==> src/rtl/pdfs_pkg.sv <==
// Shared types and constants for the pulse-distance frame sender.
package pdfs_pkg;

    localparam int DATA_BITS   = 6;
    localparam int PIN_COUNT   = 6;
    localparam int PIN_BASE    = 6;
    localparam int TIMER_W     = 24;
    localparam int PREAMBLE_W  = 4;
    localparam int PULSE_IDX_W = 5;
    localparam int CHANNEL_W   = 4;
    localparam int CFG_INDEX_W = 2;
    localparam int CFG_DATA_W  = TIMER_W;
    localparam int PIN_SEL_W   = (PIN_COUNT > 1) ? $clog2(PIN_COUNT) : 1;

    localparam logic [TIMER_W-1:0]    HIGH_TICKS_RST  = TIMER_W'(906);
    localparam logic [TIMER_W-1:0]    SHORT_GAP_RST   = TIMER_W'(5000);
    localparam logic [TIMER_W-1:0]    LONG_GAP_RST    = TIMER_W'(7000);
    localparam logic [PREAMBLE_W-1:0] PREAMBLE_RST    = PREAMBLE_W'(5);

    typedef enum logic [CFG_INDEX_W-1:0] {
        CFG_HIGH_TICKS      = 2'd0,
        CFG_SHORT_GAP_TICKS = 2'd1,
        CFG_LONG_GAP_TICKS  = 2'd2,
        CFG_PREAMBLE_PULSES = 2'd3
    } cfg_index_t;

    typedef enum logic {
        KIND_TICK = 1'b0,
        KIND_SEND = 1'b1
    } kind_t;

    typedef enum logic [1:0] {
        ST_TICK        = 2'd0,
        ST_ACCEPTED    = 2'd1,
        ST_REJ_BUSY    = 2'd2,
        ST_REJ_CHANNEL = 2'd3
    } status_t;

    typedef enum logic [1:0] {
        PH_IDLE = 2'd0,
        PH_HIGH = 2'd1,
        PH_LOW  = 2'd2
    } phase_t;

    typedef struct packed {
        kind_t                kind;
        logic [CHANNEL_W-1:0] channel;
        logic [DATA_BITS-1:0] command;
    } in_item_t;

    typedef struct packed {
        logic [PIN_COUNT-1:0] pin_drive;
        logic                 busy_res;
        status_t              status;
    } out_item_t;

endpackage

==> src/rtl/pulse_distance_frame_sender.sv <==
// Pulse-distance frame sender: frame sequencer, timing registers and result skid buffer.
// One transaction in gives one transaction out. A tick (kind 0) advances the pulse timer by
// one; a send (kind 1) starts a frame on pin channel-6 when the sequencer is idle and the channel
// is 6..11, otherwise it is rejected with a status code and nothing changes. A frame is a run
// of preamble pulses with short gaps, then the command bits MSB first (long gap for a 1,
// short gap for a 0), then a last pulse with no gap. Each result shows pin levels and busy
// after its item. The block takes one transaction per clock while the skid register is empty;
// each result goes to the result register, or to the skid register while the output stalls.
// The cycle is set by the 24-bit timer increment and compare against the selected timing
// register. A two-entry output (result plus skid register) takes one more transaction while
// the output stalls. Timing registers are written through cfg_we/cfg_index/cfg_data and must
// only change while no transaction is outstanding; a timing value of zero behaves as one.
module pulse_distance_frame_sender (
    input  logic                             clk,
    input  logic                             rst_n,
    input  logic                             in_valid,
    output logic                             in_ready,
    input  pdfs_pkg::in_item_t               in_data,
    output logic                             out_valid,
    input  logic                             out_ready,
    output pdfs_pkg::out_item_t              out_data,
    input  logic                             cfg_we,
    input  logic [pdfs_pkg::CFG_INDEX_W-1:0] cfg_index,
    input  logic [pdfs_pkg::CFG_DATA_W-1:0]  cfg_data
);
    import pdfs_pkg::*;

    // configuration
    logic [TIMER_W-1:0]    high_ticks_reg;
    logic [TIMER_W-1:0]    short_gap_reg;
    logic [TIMER_W-1:0]    long_gap_reg;
    logic [PREAMBLE_W-1:0] preamble_reg;

    // sequencer state
    phase_t                 phase_reg, phase_next;
    logic [PULSE_IDX_W-1:0] pulse_index_reg, pulse_index_next;
    logic [TIMER_W-1:0]     tick_count_reg, tick_count_next;
    logic [DATA_BITS-1:0]   data_shift_reg, data_shift_next;
    logic [PIN_SEL_W-1:0]   pin_select_reg, pin_select_next;

    // output side
    logic      out_valid_reg, out_valid_next;
    logic      skid_valid_reg, skid_valid_next;
    out_item_t out_data_reg, out_data_next;
    out_item_t skid_data_reg, skid_data_next;

    logic               in_fire;
    logic               out_take;
    status_t            status;
    out_item_t          result;
    logic [TIMER_W-1:0] tick_inc;
    logic [TIMER_W-1:0] gap_ticks;
    logic [PULSE_IDX_W:0] last_pulse;
    logic [CHANNEL_W:0]   chan_off;
    logic                 chan_ok;

    assign in_ready  = !skid_valid_reg;
    assign in_fire   = in_valid && in_ready;
    assign out_take  = out_valid_reg && out_ready;
    assign out_valid = out_valid_reg;
    assign out_data  = out_data_reg;

    // configuration writes
    always_ff @(posedge clk or negedge rst_n)
    begin
        if (!rst_n)
        begin
            high_ticks_reg <= HIGH_TICKS_RST;
            short_gap_reg  <= SHORT_GAP_RST;
            long_gap_reg   <= LONG_GAP_RST;
            preamble_reg   <= PREAMBLE_RST;
        end
        else if (cfg_we)
        begin
            unique case (cfg_index_t'(cfg_index))
                CFG_HIGH_TICKS:      high_ticks_reg <= cfg_data;
                CFG_SHORT_GAP_TICKS: short_gap_reg  <= cfg_data;
                CFG_LONG_GAP_TICKS:  long_gap_reg   <= cfg_data;
                CFG_PREAMBLE_PULSES: preamble_reg   <= cfg_data[PREAMBLE_W-1:0];
                default: ;
            endcase
        end
    end

    // shared timer datapath
    assign tick_inc   = tick_count_reg + TIMER_W'(1);
    assign last_pulse = (PULSE_IDX_W+1)'(preamble_reg) + (PULSE_IDX_W+1)'(DATA_BITS);
    // preamble pulses and zero bits use the short gap, one bits the long gap
    assign gap_ticks  = ({1'b0, pulse_index_reg} < (PULSE_IDX_W+1)'(preamble_reg)) ?
                        short_gap_reg :
                        (data_shift_reg[DATA_BITS-1] ? long_gap_reg : short_gap_reg);

    // channel range check: PIN_BASE .. PIN_BASE+PIN_COUNT-1
    assign chan_off = {1'b0, in_data.channel} - (CHANNEL_W+1)'(PIN_BASE);
    assign chan_ok  = ({1'b0, in_data.channel} >= (CHANNEL_W+1)'(PIN_BASE)) &&
                      (chan_off < (CHANNEL_W+1)'(PIN_COUNT));

    // next state and result
    always_comb
    begin
        phase_next       = phase_reg;
        pulse_index_next = pulse_index_reg;
        tick_count_next  = tick_count_reg;
        data_shift_next  = data_shift_reg;
        pin_select_next  = pin_select_reg;
        status           = ST_TICK;

        if (in_fire)
        begin
            if (in_data.kind == KIND_TICK)
            begin
                unique case (phase_reg)
                    PH_HIGH:
                    begin
                        tick_count_next = tick_inc;
                        if (tick_inc >= high_ticks_reg || tick_inc == '0)
                        begin
                            tick_count_next = '0;
                            // final pulse has no gap
                            if ({1'b0, pulse_index_reg} >= last_pulse)
                                phase_next = PH_IDLE;
                            else
                                phase_next = PH_LOW;
                        end
                    end
                    PH_LOW:
                    begin
                        tick_count_next = tick_inc;
                        if (tick_inc >= gap_ticks || tick_inc == '0)
                        begin
                            tick_count_next = '0;
                            if ({1'b0, pulse_index_reg} >= (PULSE_IDX_W+1)'(preamble_reg))
                                data_shift_next = data_shift_reg << 1;
                            pulse_index_next = pulse_index_reg + PULSE_IDX_W'(1);
                            phase_next       = PH_HIGH;
                        end
                    end
                    default: ;
                endcase
            end
            else if (!chan_ok)
            begin
                status = ST_REJ_CHANNEL;
            end
            else if (phase_reg != PH_IDLE)
            begin
                status = ST_REJ_BUSY;
            end
            else
            begin
                status           = ST_ACCEPTED;
                pin_select_next  = chan_off[PIN_SEL_W-1:0];
                data_shift_next  = in_data.command;
                pulse_index_next = '0;
                tick_count_next  = '0;
                phase_next       = PH_HIGH;
            end
        end

        result.pin_drive = (phase_next == PH_HIGH) ?
                           (PIN_COUNT'(1) << pin_select_next) : '0;
        result.busy_res  = (phase_next != PH_IDLE);
        result.status    = status;
    end

    always_ff @(posedge clk or negedge rst_n)
    begin
        if (!rst_n)
        begin
            phase_reg       <= PH_IDLE;
            pulse_index_reg <= '0;
            tick_count_reg  <= '0;
            data_shift_reg  <= '0;
            pin_select_reg  <= '0;
        end
        else
        begin
            phase_reg       <= phase_next;
            pulse_index_reg <= pulse_index_next;
            tick_count_reg  <= tick_count_next;
            data_shift_reg  <= data_shift_next;
            pin_select_reg  <= pin_select_next;
        end
    end

    // result register + skid register; skid drains into the result register first
    always_comb
    begin
        out_valid_next  = out_valid_reg;
        skid_valid_next = skid_valid_reg;
        out_data_next   = out_data_reg;
        skid_data_next  = skid_data_reg;

        if (skid_valid_reg)
        begin
            if (out_take)
            begin
                out_data_next   = skid_data_reg;
                skid_valid_next = 1'b0;
            end
        end
        else if (in_fire)
        begin
            if (!out_valid_reg || out_take)
            begin
                out_data_next  = result;
                out_valid_next = 1'b1;
            end
            else
            begin
                skid_data_next  = result;
                skid_valid_next = 1'b1;
            end
        end
        else if (out_take)
        begin
            out_valid_next = 1'b0;
        end
    end

    always_ff @(posedge clk or negedge rst_n)
    begin
        if (!rst_n)
        begin
            out_valid_reg  <= 1'b0;
            skid_valid_reg <= 1'b0;
        end
        else
        begin
            out_valid_reg  <= out_valid_next;
            skid_valid_reg <= skid_valid_next;
        end
    end

    always_ff @(posedge clk)
    begin
        out_data_reg  <= out_data_next;
        skid_data_reg <= skid_data_next;
    end

    // checks
    a_skid_needs_out: assert property (@(posedge clk) disable iff (!rst_n)
        skid_valid_reg |-> out_valid_reg)
        else $error("skid entry held while result register empty");

    a_pin_onehot: assert property (@(posedge clk) disable iff (!rst_n)
        out_valid_reg |-> $onehot0(out_data_reg.pin_drive))
        else $error("more than one pin driven");

    a_pin_implies_busy: assert property (@(posedge clk) disable iff (!rst_n)
        (out_valid_reg && out_data_reg.pin_drive != '0) |-> out_data_reg.busy_res)
        else $error("pin driven outside a frame");

    a_accept_starts_frame: assert property (@(posedge clk) disable iff (!rst_n)
        (in_fire && status == ST_ACCEPTED) |=> (phase_reg == PH_HIGH && tick_count_reg == '0))
        else $error("accepted send did not start a pulse");

    a_idle_timer_clear: assert property (@(posedge clk) disable iff (!rst_n)
        (phase_reg == PH_IDLE) |-> (tick_count_reg == '0))
        else $error("timer not cleared while idle");

endmodule
==> config.mk <==
export PLATFORM = sky130hd
export DESIGN_NAME = pulse_distance_frame_sender
export DESIGN_NICKNAME = d
export VERILOG_FILES = /design/src/rtl/pdfs_pkg.sv /design/src/rtl/pulse_distance_frame_sender.sv
export SDC_FILE = /design/constraint.sdc
export NUM_CORES = 1
export LEC_CHECK = 0
export BUFFER_PORTS_ARGS = -buffer_cell sky130_fd_sc_hd__buf_2
export CAP_MARGIN = 0
export CORE_MARGIN = 2
export CORE_UTILIZATION = 66
export CTS_CLUSTER_DIAMETER = 60
export DETAILED_ROUTE_END_ITERATION = 16
export GPL_ROUTABILITY_DRIVEN = 0
export MAX_ROUTING_LAYER = met4
export PLACE_DENSITY = 0.87
export SYNTH_ARGS = -nofsm -noshare
export SYNTH_HDL_FRONTEND = slang
export SYNTH_SLANG_ARGS = --single-unit
==> constraint.sdc <==
create_clock -name clk -period 11.2 [get_ports clk]
set_input_delay 0.56 -clock clk [delete_from_list [all_inputs] [get_ports clk]]
set_output_delay 0.56 -clock clk [all_outputs]
set_load 0.05 [all_outputs]
* After elaboration in Yosys (flattened, before gate mapping)
Cells that the tools add are included. Widths: inputs -> output; s select.
Word-level totals: flip-flop bits (word level) 136, bits in latches 0, RAM bits 0, ROM bits 0, bits of input ports 42, output and inout bits 11, memories 0
Operators by class: $add $sub $neg 4, $mul 0, div/mod/pow operators 0, order comparisons 7, equality and inequality tests 10, shift operators 1, multiplexer cells 46, bitwise logic cells 2, reduce and logical (&&, ||, !) cells 29
Operators with widths (number):
- $mux 24 | 7
- $ge 24x24->1 | 2
- $pmux 24 s2 | 1
- $mux 6 | 7
- $mux 9 | 4
- $mux 5 | 5
- $add 24x1->24 const B | 1
- $logic_not 24->1 | 1
- $mux 2 | 10
- $reduce_bool 2->1 | 8
- $mux 3 | 4
- $reduce_and 3->1 | 3
- $reduce_and 2->1 | 4
- $mux 1 | 7
- $eq 2x1->1 const B | 3
- $eq 2x2->1 const B | 3
- $ne 2x1->1 const B | 3
- $reduce_and 6->1 | 1
- $shl 1x3->6 const A | 1
- $add 4x3->5 const B | 1
- $add 5x1->5 const B | 1
- $ge 5x4->1 | 1
- $ge 5x5->1 | 1
- $lt 5x3->1 const B | 1
- 13 further kinds | 19

* Longest topological paths before layout
Gate-level depths: netlist (run 1).
depth after elaboration 13, depth in mapped cells 20

* Worst setup path after synthesis (run 1)
Ideal clock, no wire load.
kind register to register, start point register preamble_reg[2], end point register skid_data_reg[5] (netlist bit) (data pin), library setup time 170 ps, data arrival time 4705 ps, data required time 11030 ps, setup slack 6326 ps, stages on the path, launching flop included 20, buffers on the path 3, path through dfstp_2 inv_1 ha_1 a21o_1 a211o_1 o21ai_1 clkbuf_1 mux2i_1 ha_1 nand4_1 or3_1 or4_1 a31oi_1 nor3_1 o221ai_1 nor2_1 or2_1 buf_6 buf_6 nor4_2
RTL lines:
- start, declared | line pulse_distance_frame_sender.sv:32 | logic [PREAMBLE_W-1:0] preamble_reg;
- start signal, assigned | line pulse_distance_frame_sender.sv:79 | CFG_PREAMBLE_PULSES: preamble_reg <= cfg_data[PREAMBLE_W-1:0];
- end signal, assigned | line pulse_distance_frame_sender.sv:238 | skid_data_reg <= skid_data_next;
- end, declared | line pulse_distance_frame_sender.sv:45 | out_item_t skid_data_reg, skid_data_next;

==> flow_summary_export.csv, run 1 <==
group,metric,value,unit
run_status,status,"finished clean",
min_path,hp-class,"primary input to async pin",
clock_tree,htreeDepth,4,
timing,worst_pin_slew,1030,ps
synth,ys_warn_count,0,
layout,fin_cells,971,
drt,ant_nets,0,
drt,drc_errors,0,
floorplan,die_w,114,um
timing,drv_slew,0,
clock_tree,cts_buffers,17,
placed_design,hpwlAfterDp,12500,um
timing,finalClockSkew,14.7,ps
grt,antenna_found_initial,0,
worst_setup_path,r2r_cells,17,
synth,synth.largest_area_cell,"dfrtp_1",
power,vdd_drop_max,123,uV
clock_tree,cts_tree,"built",
flow_run,maxCapViolations,0,
synth,synth_top_cell_area_share,0.309,
power,p_per_area,186,mW/mm2
worst_setup_path,cp-end-kind,"register",
clock_tree,cts_resized,0,
synth,async_flop_share,0.868,
synth,synth_fp_nets,879,
synth,synth_ff_type,"dfrtp_1",
timing,rsz0062_at_grt,"false",
synth,synth.area.top_cells,"dfrtp_1 31%, ha_1 11%, mux2_2 7.9%",
layout,final_area,0.00896,mm2
timing,slew_headroom,0.292,
timing,fin_hold_ws,139,ps
placed_design,io_buffers,52,
worst_setup_path,ff2ff_setup_slack,5790,ps
drt,drt_iter0_drc,629,
floorplan,dieArea,0.0130,mm2
timing,min_period,5410,ps
grt,gr-total-overflow,0,
synth,synth_area,0.00801,mm2
worst_setup_path,arrival,5630,ps
drt,drt_wl_total,18100,um
timing,fin_tns_setup,0,ps
synth,syn_avg_cell_area,10.4,um2
synth,synth-seq-cells,136,
synth,synth-edff-count,18,
timing,finalSetupViolCount,0,
power,power.leakage,4.21,nW
floorplan,fp.coreArea,0.0119,mm2
timing,maxClockFrequency,185,MHz
layout,drive_gt1_frac,0.220,
placed_design,dp.cells,939,
worst_setup_path,r2r-start,"preamble_reg[2]",
layout,area_delta_synth_final,11.9,%
grt,grt_pass1_vias,6274,
clock_tree,cts_sinks,136,
clock_tree,clockRootBuffer,"clkbuf_16",
drt,viasPerCell,6.47,
placed_design,place_area,0.00836,mm2
clock_tree,hold_buffers,0,
drt,num_vias,6278,
worst_setup_path,crit_start,"preamble_reg[2]",
synth,netlist_instances,769,
worst_setup_path,crit_fanout,24,
synth,synth.distinct_cells,69,
grt,grt_pass1_wl,30300,um
grt,grt_max_degree,73,
timing,hold_violations,0,
worst_setup_path,startpoint_type,"register",
layout,diodes,0,
worst_setup_path,path_class,"register to register",
layout,final_util,0.753,
synth,synth-seq-area-share,0.439,
clock_tree,post_cts_buffers,0,
floorplan,num_rows,40,
worst_setup_path,cp.required,11420,ps
floorplan,die_h,114,um
floorplan,initial_core_util,0.673,
clock_tree,clk_latency,430,ps
timing,period_share,0.483,
grt,track_usage,0.305,
drt,wl_per_cell,18.7,um
worst_setup_path,r2r-end,"out_data[4]",
drt,first_pass_iters,8,
floorplan,io_pins,53,
clock_tree,cts.path.max_buffers,2,
layout,fin_nets,921,
clock_tree,clk_pin_slew,60,ps
[synth_stat cells (all sizes together) (3+ instances only)]
cell type / instances
dfrtp: 99
nand2: 71
ha: 68
mux2: 56
o21ai: 55
inv: 44
mux2i: 34
nor2: 32
a21oi: 30
clkbuf: 24
nand3: 20
nand4: 20
dfstp: 19
edfxtp: 18
a22o: 17
nor3: 17
buf: 12
nor4: 11
xnor2: 10
xor2: 10
a21o: 8
o31ai: 8
nand2b: 7
and2: 6
nor2b: 6
or3: 6
or4: 6
o211ai: 5
o21a: 5
or2: 4
a31oi: 3
and3: 3
nor3b: 3
[worst max path at each step]
| stage | endpoint | slack [ps] | cells past startpoint |
|---|---|---|---|
| 6_report | out_data[4] | 5790 | 17 |
| 5_1_grt | out_data[4] | 5500 | 17 |
| 4_1_cts | out_data[4] | 5810 | 17 |
| 3_5_place_dp | out_data[4] | 5940 | 17 |
| 3_3_place_gp | out_data[3] | 6170 | 17 |
| 2_1_floorplan | skid_data_reg[5] | 6330 | 19 |
[cell type report]
type / count / area, um2
Tap cell: 147 / 184
Clock inverter: 11 / 153
Multi-Input combinational cell: 552 / 4180
Clock buffer: 21 / 450
Timing Repair Buffer: 59 / 315
Fill cell: 795 / 2950
Inverter: 45 / 169
Sequential cell: 136 / 3520
[worst max-delay path, stage by stage (launching register included)]
cell	delay (ps)
dfstp_2	530
inv_1	70
ha_1	320
a21o_1	170
a211o_1	320
o21ai_2	130
buf_4	400
mux2i_1	180
ha_1	330
nand4_1	160
or3_1	420
or4_1	410
a31oi_1	340
nor3_1	150
o221ai_1	210
nor2_1	90
or2_1	450
o41ai_1	480
[where the power goes]
part / internal (mW) / total, mW / leakage (nW) / switching, mW
Sequential: 0.611 / 0.671 / 1.62 / 0.0593
Clock: 0.374 / 0.577 / 0.299 / 0.203
Combinational: 0.156 / 0.424 / 2.29 / 0.268
Total: 1.14 / 1.67 / 4.21 / 0.530
[logic make-up after synthesis]
kind of cell / count (synthesis) / synth area share
flip-flops: 136 / 0.439
multiplexers: 90 / 0.121
AND/OR/NAND/NOR: 217 / 0.141
buffers and inverters: 81 / 0.0418
AO/OA/AOI/OAI: 157 / 0.129
adder cells (fa/ha/maj): 68 / 0.106
XOR/XNOR: 20 / 0.0219
[per-layer routing]
layer / global-route usage / vias to the layer above / wire length [um] / share of wire
met4: 0.132 / 0 / 480 / 0.026
met5: - / - / 0 / 0
met2: 0.487 / 265 / 9030 / 0.50
met1: 0.381 / 3074 / 7620 / 0.42
li1: - / 2891 / - / -
met3: 0.0625 / 48 / 996 / 0.055
[per-stage QoR]
step | worst slack, ps | power (mW)
5_1_grt | 5500 | 1.76
6_report | 5790 | 1.67
2_1_floorplan | 6330 | 0.973
3_5_place_dp | 5940 | 1.10
4_1_cts | 5810 | 1.68
3_3_place_gp | 6170 | 1.07
[placed cells by master (no fill, tap or decap), types with 16 or more instances in the layout]
| cell type | n |
|---|---|
| dfrtp_1 | 99 |
| nand2_1 | 70 |
| ha_1 | 68 |
| mux2_2 | 56 |
| buf_2 | 51 |
| o21ai_0 | 47 |
| inv_1 | 44 |
| mux2i_1 | 34 |
| nor2_1 | 32 |
| a21oi_1 | 30 |
| nand3_1 | 19 |
| nand4_1 | 19 |
| dfstp_2 | 19 |
| edfxtp_1 | 18 |
| a22o_1 | 17 |
| clkbuf_16 | 17 |
| nor3_1 | 16 |
No activity file was read; power rests on OpenSTA's default activity.
==> run 2, diff against run 1 <==
--- a/config.mk
+++ b/config.mk
@@ -8,12 +8,12 @@
 export BUFFER_PORTS_ARGS = -buffer_cell sky130_fd_sc_hd__buf_2
 export CAP_MARGIN = 0
 export CORE_MARGIN = 2
-export CORE_UTILIZATION = 66
+export CORE_UTILIZATION = 55
 export CTS_CLUSTER_DIAMETER = 60
 export DETAILED_ROUTE_END_ITERATION = 16
 export GPL_ROUTABILITY_DRIVEN = 0
 export MAX_ROUTING_LAYER = met4
-export PLACE_DENSITY = 0.87
+export PLACE_DENSITY = 0.77
 export SYNTH_ARGS = -nofsm -noshare
 export SYNTH_HDL_FRONTEND = slang
 export SYNTH_SLANG_ARGS = --single-unit
==> constraint.sdc (replaced) <==
create_clock -name clk -period 4.55 [get_ports clk]
set_input_delay 0.2275 -clock clk [delete_from_list [all_inputs] [get_ports clk]]
set_output_delay 0.2275 -clock clk [all_outputs]
set_load 0.05 [all_outputs]
==> flow_summary_export.csv, run 2 (synthesized netlist as in run 1, its figures left out) <==
group,metric,value,unit
min_path,hp-class,"primary input to register",
grt,gr-total-overflow,0,
clock_tree,clockRootBuffer,"clkbuf_16",
floorplan,die_w,125,um
timing,finalSetupViolCount,32,
clock_tree,cts.path.max_buffers,2,
worst_setup_path,cp-end-kind,"register",
worst_setup_path,r2r-start,"preamble_reg[2]",
drt,drt_iter0_drc,540,
timing,maxClockFrequency,209,MHz
floorplan,io_pins,53,
layout,most-common-layout-cells,"98 x dfrtp_1, 70 x nand2_1, 65 x ha_1",
clock_tree,cts_buffers,17,
drt,num_vias,6633,
min_path,min_to,"data_shift_reg[0]",
timing,worst_pin_slew,1060,ps
worst_setup_path,ff2ff_setup_slack,-230,ps
min_path,hold_start,"in_data[0]",
min_path,whs_path_depth,2,
clock_tree,htreeDepth,4,
grt,track_usage,0.274,
worst_setup_path,path_class,"register to register",
timing,finalClockSkew,9.51,ps
worst_setup_path,cp.required,4790,ps
grt,grt_max_degree,70,
floorplan,dieArea,0.0156,mm2
drt,viasPerCell,6.15,
timing,fin_hold_ws,30.7,ps
worst_setup_path,crit_chain,"inv_2, ha_4, a21o_1, a211o_1, o21ai_4, buf_12, mux2i_2, ha_1, nand4_1, or3_4, or4_4, a31oi_4, nor3_2, o221ai_1, nor2_1, or2_4, buf_4, o41ai_4",
layout,diodes,0,
worst_setup_path,crit_fanout,5,
layout,fillers,999,
drt,drt_wl_total,20700,um
timing,period_share,1.05,
drt,drc_errors,0,
run_status,status,"finished, violations left",
grt,grt_pass1_wl,33400,um
worst_setup_path,startpoint_type,"register",
timing,hold_violations,0,
worst_setup_path,path_buf_inv,3,
worst_setup_path,arrival,5030,ps
worst_setup_path,critPathMaxStageDelay,560,ps
layout,fin_nets,991,
power,power.leakage,4.60,nW
worst_setup_path,crit_slowest_cell,"or4_4",
layout,area_delta_synth_final,23.8,%
worst_setup_path,r2r-end,"out_data[4]",
drt,first_pass_iters,5,
placed_design,dp_slack,-240,ps
worst_setup_path,r2r_cells,18,
timing,rsz0062_at_grt,"true",
power,vdd_drop_max,244,uV
drt,ant_nets,0,
timing,slew_headroom,0.288,
floorplan,num_rows,44,
floorplan,die_h,125,um
layout,layout_commonest_cell,"dfrtp_1",
floorplan,fp.coreArea,0.0144,mm2
clock_tree,cts_sinks,136,
grt,grt_pass1_vias,6921,
drt,wl_per_cell,19.2,um
placed_design,hpwlAfterDp,13800,um
clock_tree,clk_pin_slew,60,ps
timing,min_period,4780,ps
run_status,violations,"negative setup slack",
floorplan,initial_core_util,0.558,
grt,antenna_found_initial,0,
clock_tree,clk_latency,430,ps
timing,setup_ws,-232,ps
layout,drive_gt1_frac,0.333,
layout,final_area,0.00992,mm2
worst_setup_path,cp_top_family,"simple AND/OR/NAND/NOR gates",
clock_tree,cts_tree,"built",
flow_run,maxCapViolations,0,
power,p_per_area,433,mW/mm2
timing,drv_slew,0,
placed_design,place_area,0.00881,mm2
placed_design,io_buffers,52,
==> run 2: changes by cell type in the layout (fill, tap and decap cells not counted), moves of 4 or more <==
cell,previous run,this run
buf_4,8,64
o21ai_0,47,37
o21ai_2,1,10
buf_6,0,8
mux2i_1,34,28
mux2i_2,0,5
a21oi_1,30,26
nor4_4,0,4
==> run 2: how the worst max path moves through the flow <==
stage                    startpoint            endpoint  slack, ps  cells after the start
finish              preamble_reg[2]         out_data[4]       -230                     18
global route        preamble_reg[2]         out_data[4]       -380                     18
CTS                 preamble_reg[2]         out_data[4]       -160                     19
detailed placement  preamble_reg[2]    skid_data_reg[3]       -240                     19
global placement    preamble_reg[2]  tick_count_reg[17]       -140                     20
floorplan           preamble_reg[2]    skid_data_reg[5]         40                     19
==> run 2: report_power, final <==
part	total [mW]	internal [mW]	leakage, nW	switching (mW)
clock	1.38	0.849	0.294	0.534
combinational	1.25	0.496	2.68	0.755
sequential	1.66	1.51	1.62	0.151
==> run 2: per-stage QoR <==
stage	TNS, ps	util	power [mW]	instances
finish	-3660	0.690	4.29	1078
global route	-9310	0.690	4.49	1078
CTS	-1450	0.675	4.23	1069
detailed placement	-3950	0.613	2.75	1028
global placement	-1300	0.613	2.68	1028
floorplan	0	-	2.40	769
==> run 2: cell type report <==
cell class / instances / area, um2 / share of cell area
inverters: 45 / 169 / 0.0170
repair buffers: 129 / 921 / 0.0928
flip-flops and latches: 136 / 3520 / 0.355
clock inverters: 11 / 120 / 0.0121
well taps: 184 / 230 / 0.0232
clock buffers: 21 / 470 / 0.0474
multi-input cells: 552 / 4490 / 0.453
==> run 2: layer usage <==
layer	part of all wire	GRT usage	vias to the layer above
li1	-	-	3031
met2	0.52	0.471	245
met1	0.41	0.314	3287
met3	0.044	0.0515	70
met5	0	-	-
met4	0.032	0.116	0
==> run 2: worst register-to-register path: stages, from the launching register on <==
cell and delay (ps):
dfstp_2 540, inv_2 50, ha_4 230, a21o_1 170, a211o_1 340, o21ai_4 260, buf_12 170, mux2i_2 230
ha_1 180, nand4_1 160, or3_4 400, or4_4 560, a31oi_4 230, nor3_2 90, o221ai_1 160, nor2_1 100
or2_4 260, buf_4 160, o41ai_4 320
==> run 2: timing repair <==
item,CTS,global route
cloned,1,1
gates resized for setup,36,47
hold endpoints to repair,55,0
setup endpoints to repair,45,51
pin swaps,23,19
buffers inserted,6,9
hold buffers,2,0
==> run 3, diff against run 2 <==
--- a/config.mk
+++ b/config.mk
@@ -5,15 +5,16 @@
 export SDC_FILE = /design/constraint.sdc
 export NUM_CORES = 1
 export LEC_CHECK = 0
-export BUFFER_PORTS_ARGS = -buffer_cell sky130_fd_sc_hd__buf_2
 export CAP_MARGIN = 0
 export CORE_MARGIN = 2
-export CORE_UTILIZATION = 55
+export CORE_UTILIZATION = 58
 export CTS_CLUSTER_DIAMETER = 60
 export DETAILED_ROUTE_END_ITERATION = 16
+export DONT_BUFFER_PORTS = 1
 export GPL_ROUTABILITY_DRIVEN = 0
 export MAX_ROUTING_LAYER = met4
 export PLACE_DENSITY = 0.77
+export SKIP_LAST_GASP = 1
 export SYNTH_ARGS = -nofsm -noshare
 export SYNTH_HDL_FRONTEND = slang
 export SYNTH_SLANG_ARGS = --single-unit
==> constraint.sdc (replaced) <==
create_clock -name clk -period 4.1 [get_ports clk]
set_input_delay 0.205 -clock clk [delete_from_list [all_inputs] [get_ports clk]]
set_output_delay 0.205 -clock clk [all_outputs]
set_load 0.05 [all_outputs]
==> flow_summary_export.csv, run 3 (synthesized netlist as in run 1, its figures left out) <==
group,metric,value,unit
min_path,hp-class,"primary input to register",
layout,fin_nets,1016,
floorplan,io_pins,53,
floorplan,num_rows,42,
clock_tree,cts_sinks,136,
layout,fin_cells,1095,
timing,setup_ws,-527,ps
worst_setup_path,path_class,"register to register",
grt,grt_pass1_vias,6772,
layout,final_area,0.0105,mm2
drt,num_vias,6699,
timing,finalClockSkew,10.1,ps
worst_setup_path,cp-end-kind,"register",
timing,slew_headroom,0.182,
run_status,status,"finished, violations left",
drt,ant_nets,0,
grt,antenna_found_initial,0,
timing,hold_violations,0,
drt,drt_iter0_drc,563,
layout,layout_commonest_cell,"buf_4",
min_path,min_to,"data_shift_reg[4]",
layout,drive_gt1_frac,0.342,
clock_tree,clk_pin_slew,50,ps
worst_setup_path,cp_top_family,"compound AO/OA/AOI/OAI gates",
min_path,hold_start,"in_data[4]",
worst_setup_path,crit_top_cell,"ha_4",
grt,grt_pass1_wl,33100,um
placed_design,place_area,0.00890,mm2
floorplan,initial_core_util,0.600,
timing,worst_pin_slew,1220,ps
worst_setup_path,ff2ff_setup_slack,-530,ps
clock_tree,htreeDepth,4,
worst_setup_path,arrival,4880,ps
worst_setup_path,r2r-start,"preamble_reg[2]",
worst_setup_path,startpoint_type,"register",
power,power.leakage,4.77,nW
worst_setup_path,crit_fanout,6,
clock_tree,clk_latency,420,ps
worst_setup_path,r2r_cells,18,
floorplan,die_h,122,um
drt,drt_wl_total,21000,um
clock_tree,cts.path.max_buffers,2,
placed_design,io_buffers,0,
clock_tree,clockRootBuffer,"clkbuf_16",
timing,min_period,4630,ps
clock_tree,cts_tree,"built",
drt,first_pass_iters,5,
power,p_per_area,458,mW/mm2
timing,period_share,1.13,
worst_setup_path,r2r-end,"out_data[7]",
timing,maxClockFrequency,216,MHz
grt,gr-total-overflow,0,
floorplan,dieArea,0.0148,mm2
worst_setup_path,cp.required,4350,ps
power,vdd_drop_max,400,uV
layout,diodes,0,
worst_setup_path,crit_chain,"inv_2, ha_4, a21o_1, a211o_1, o21ai_4, buf_12, mux2i_4, ha_4, nand4_1, or3_1, or4_4, a31oi_4, nor4_2, o31ai_1, o32a_2, nand2_4, buf_6, o31ai_4",
clock_tree,cts_buffers,17,
timing,finalSetupViolCount,51,
timing,drv_slew,0,
min_path,whs_path_depth,2,
layout,most-common-layout-cells,"103 x buf_4, 98 x dfrtp_1, 69 x nand2_1",
timing,rsz0062_at_grt,"true",
drt,drc_errors,0,
placed_design,dp.cells,1006,
worst_setup_path,path_buf_inv,3,
flow_run,maxCapViolations,0,
grt,track_usage,0.295,
worst_setup_path,crit_slowest_cell,"dfstp_2",
floorplan,fp.coreArea,0.0133,mm2
placed_design,hpwlAfterDp,13500,um
run_status,violations,"negative setup slack",
worst_setup_path,critPathMaxStageDelay,530,ps
floorplan,die_w,122,um
grt,grt_max_degree,119,
layout,area_delta_synth_final,31.3,%
drt,viasPerCell,6.12,
drt,wl_per_cell,19.2,um
run 3: cell types whose count changed in the layout (fill, tap and decap cells not counted), moves of 3 or more:
| cell | change |
|---|---|
| buf_6 | +6 |
| buf_2 | -51 |
| nor4_2 | +4 |
| ha_4 | +3 |
| dlygate4sd3_1 | +27 |
| nor3_1 | -5 |
| mux2i_4 | +3 |
| mux2i_1 | -4 |
| ha_1 | -4 |
| nor3_2 | +4 |
| clkbuf_1 | +4 |
| buf_4 | +39 |
| o21ai_0 | -4 |
run 3: metrics by stage:
stage                     TNS, ps   util  hold slack (ps)  total power, mW  worst slack (ps)
after floorplan              -911      -            -90.6             2.68              -112
after global placement     -16220  0.666            -84.0             2.93              -522
after detailed placement   -22270  0.666            -82.4             3.00              -662
after CTS                  -20950  0.752            0.373             4.62              -546
after global routing       -26690  0.788             13.0             5.04              -643
final                      -19090  0.788             9.04             4.82              -527
run 3: timing repair:
action,in CTS,in global routing
resized for setup,36,76
hold endpoints to repair,200,0
buffers inserted,11,14
gates cloned,3,2
pin swaps,16,25
hold buffers,30,0
setup endpoints to repair,51,51
run 3: how the worst max path moves through the flow:
stage,start,cells past startpoint,slack [ps],end
2_1_floorplan,preamble_reg[2],19,-110,out_data[5]
3_3_place_gp,preamble_reg[2],18,-520,out_data[4]
3_5_place_dp,preamble_reg[2],19,-660,skid_data_reg[3]
4_1_cts,preamble_reg[2],20,-550,tick_count_reg[17]
5_1_grt,preamble_reg[2],18,-640,out_data[7]
6_report,preamble_reg[2],18,-530,out_data[7]
run 3: area by class of cell:
type | instances | area [um2]
Multi-Input combinational cell | 553 | 4680
Sequential cell | 136 | 3520
Fill cell | 771 | 2830
Timing Repair Buffer | 153 | 1370
Clock buffer | 25 | 497
Tap cell | 176 | 220
Inverter | 45 | 169
Clock inverter | 7 | 67.6
run 3: routing by layer:
| layer | global-route usage | part of all wire | vias to the layer above |
|---|---|---|---|
| li1 | - | - | 3082 |
| met1 | 0.362 | 0.42 | 3321 |
| met2 | 0.491 | 0.51 | 252 |
| met4 | 0.110 | 0.024 | 0 |
| met5 | - | 0 | - |
| met3 | 0.0534 | 0.047 | 44 |
run 3: report_power, final:
group | internal [mW] | switching (mW)
combinational | 0.636 | 0.721
sequential | 1.68 | 0.323
clock | 0.900 | 0.562
total | 3.21 | 1.61
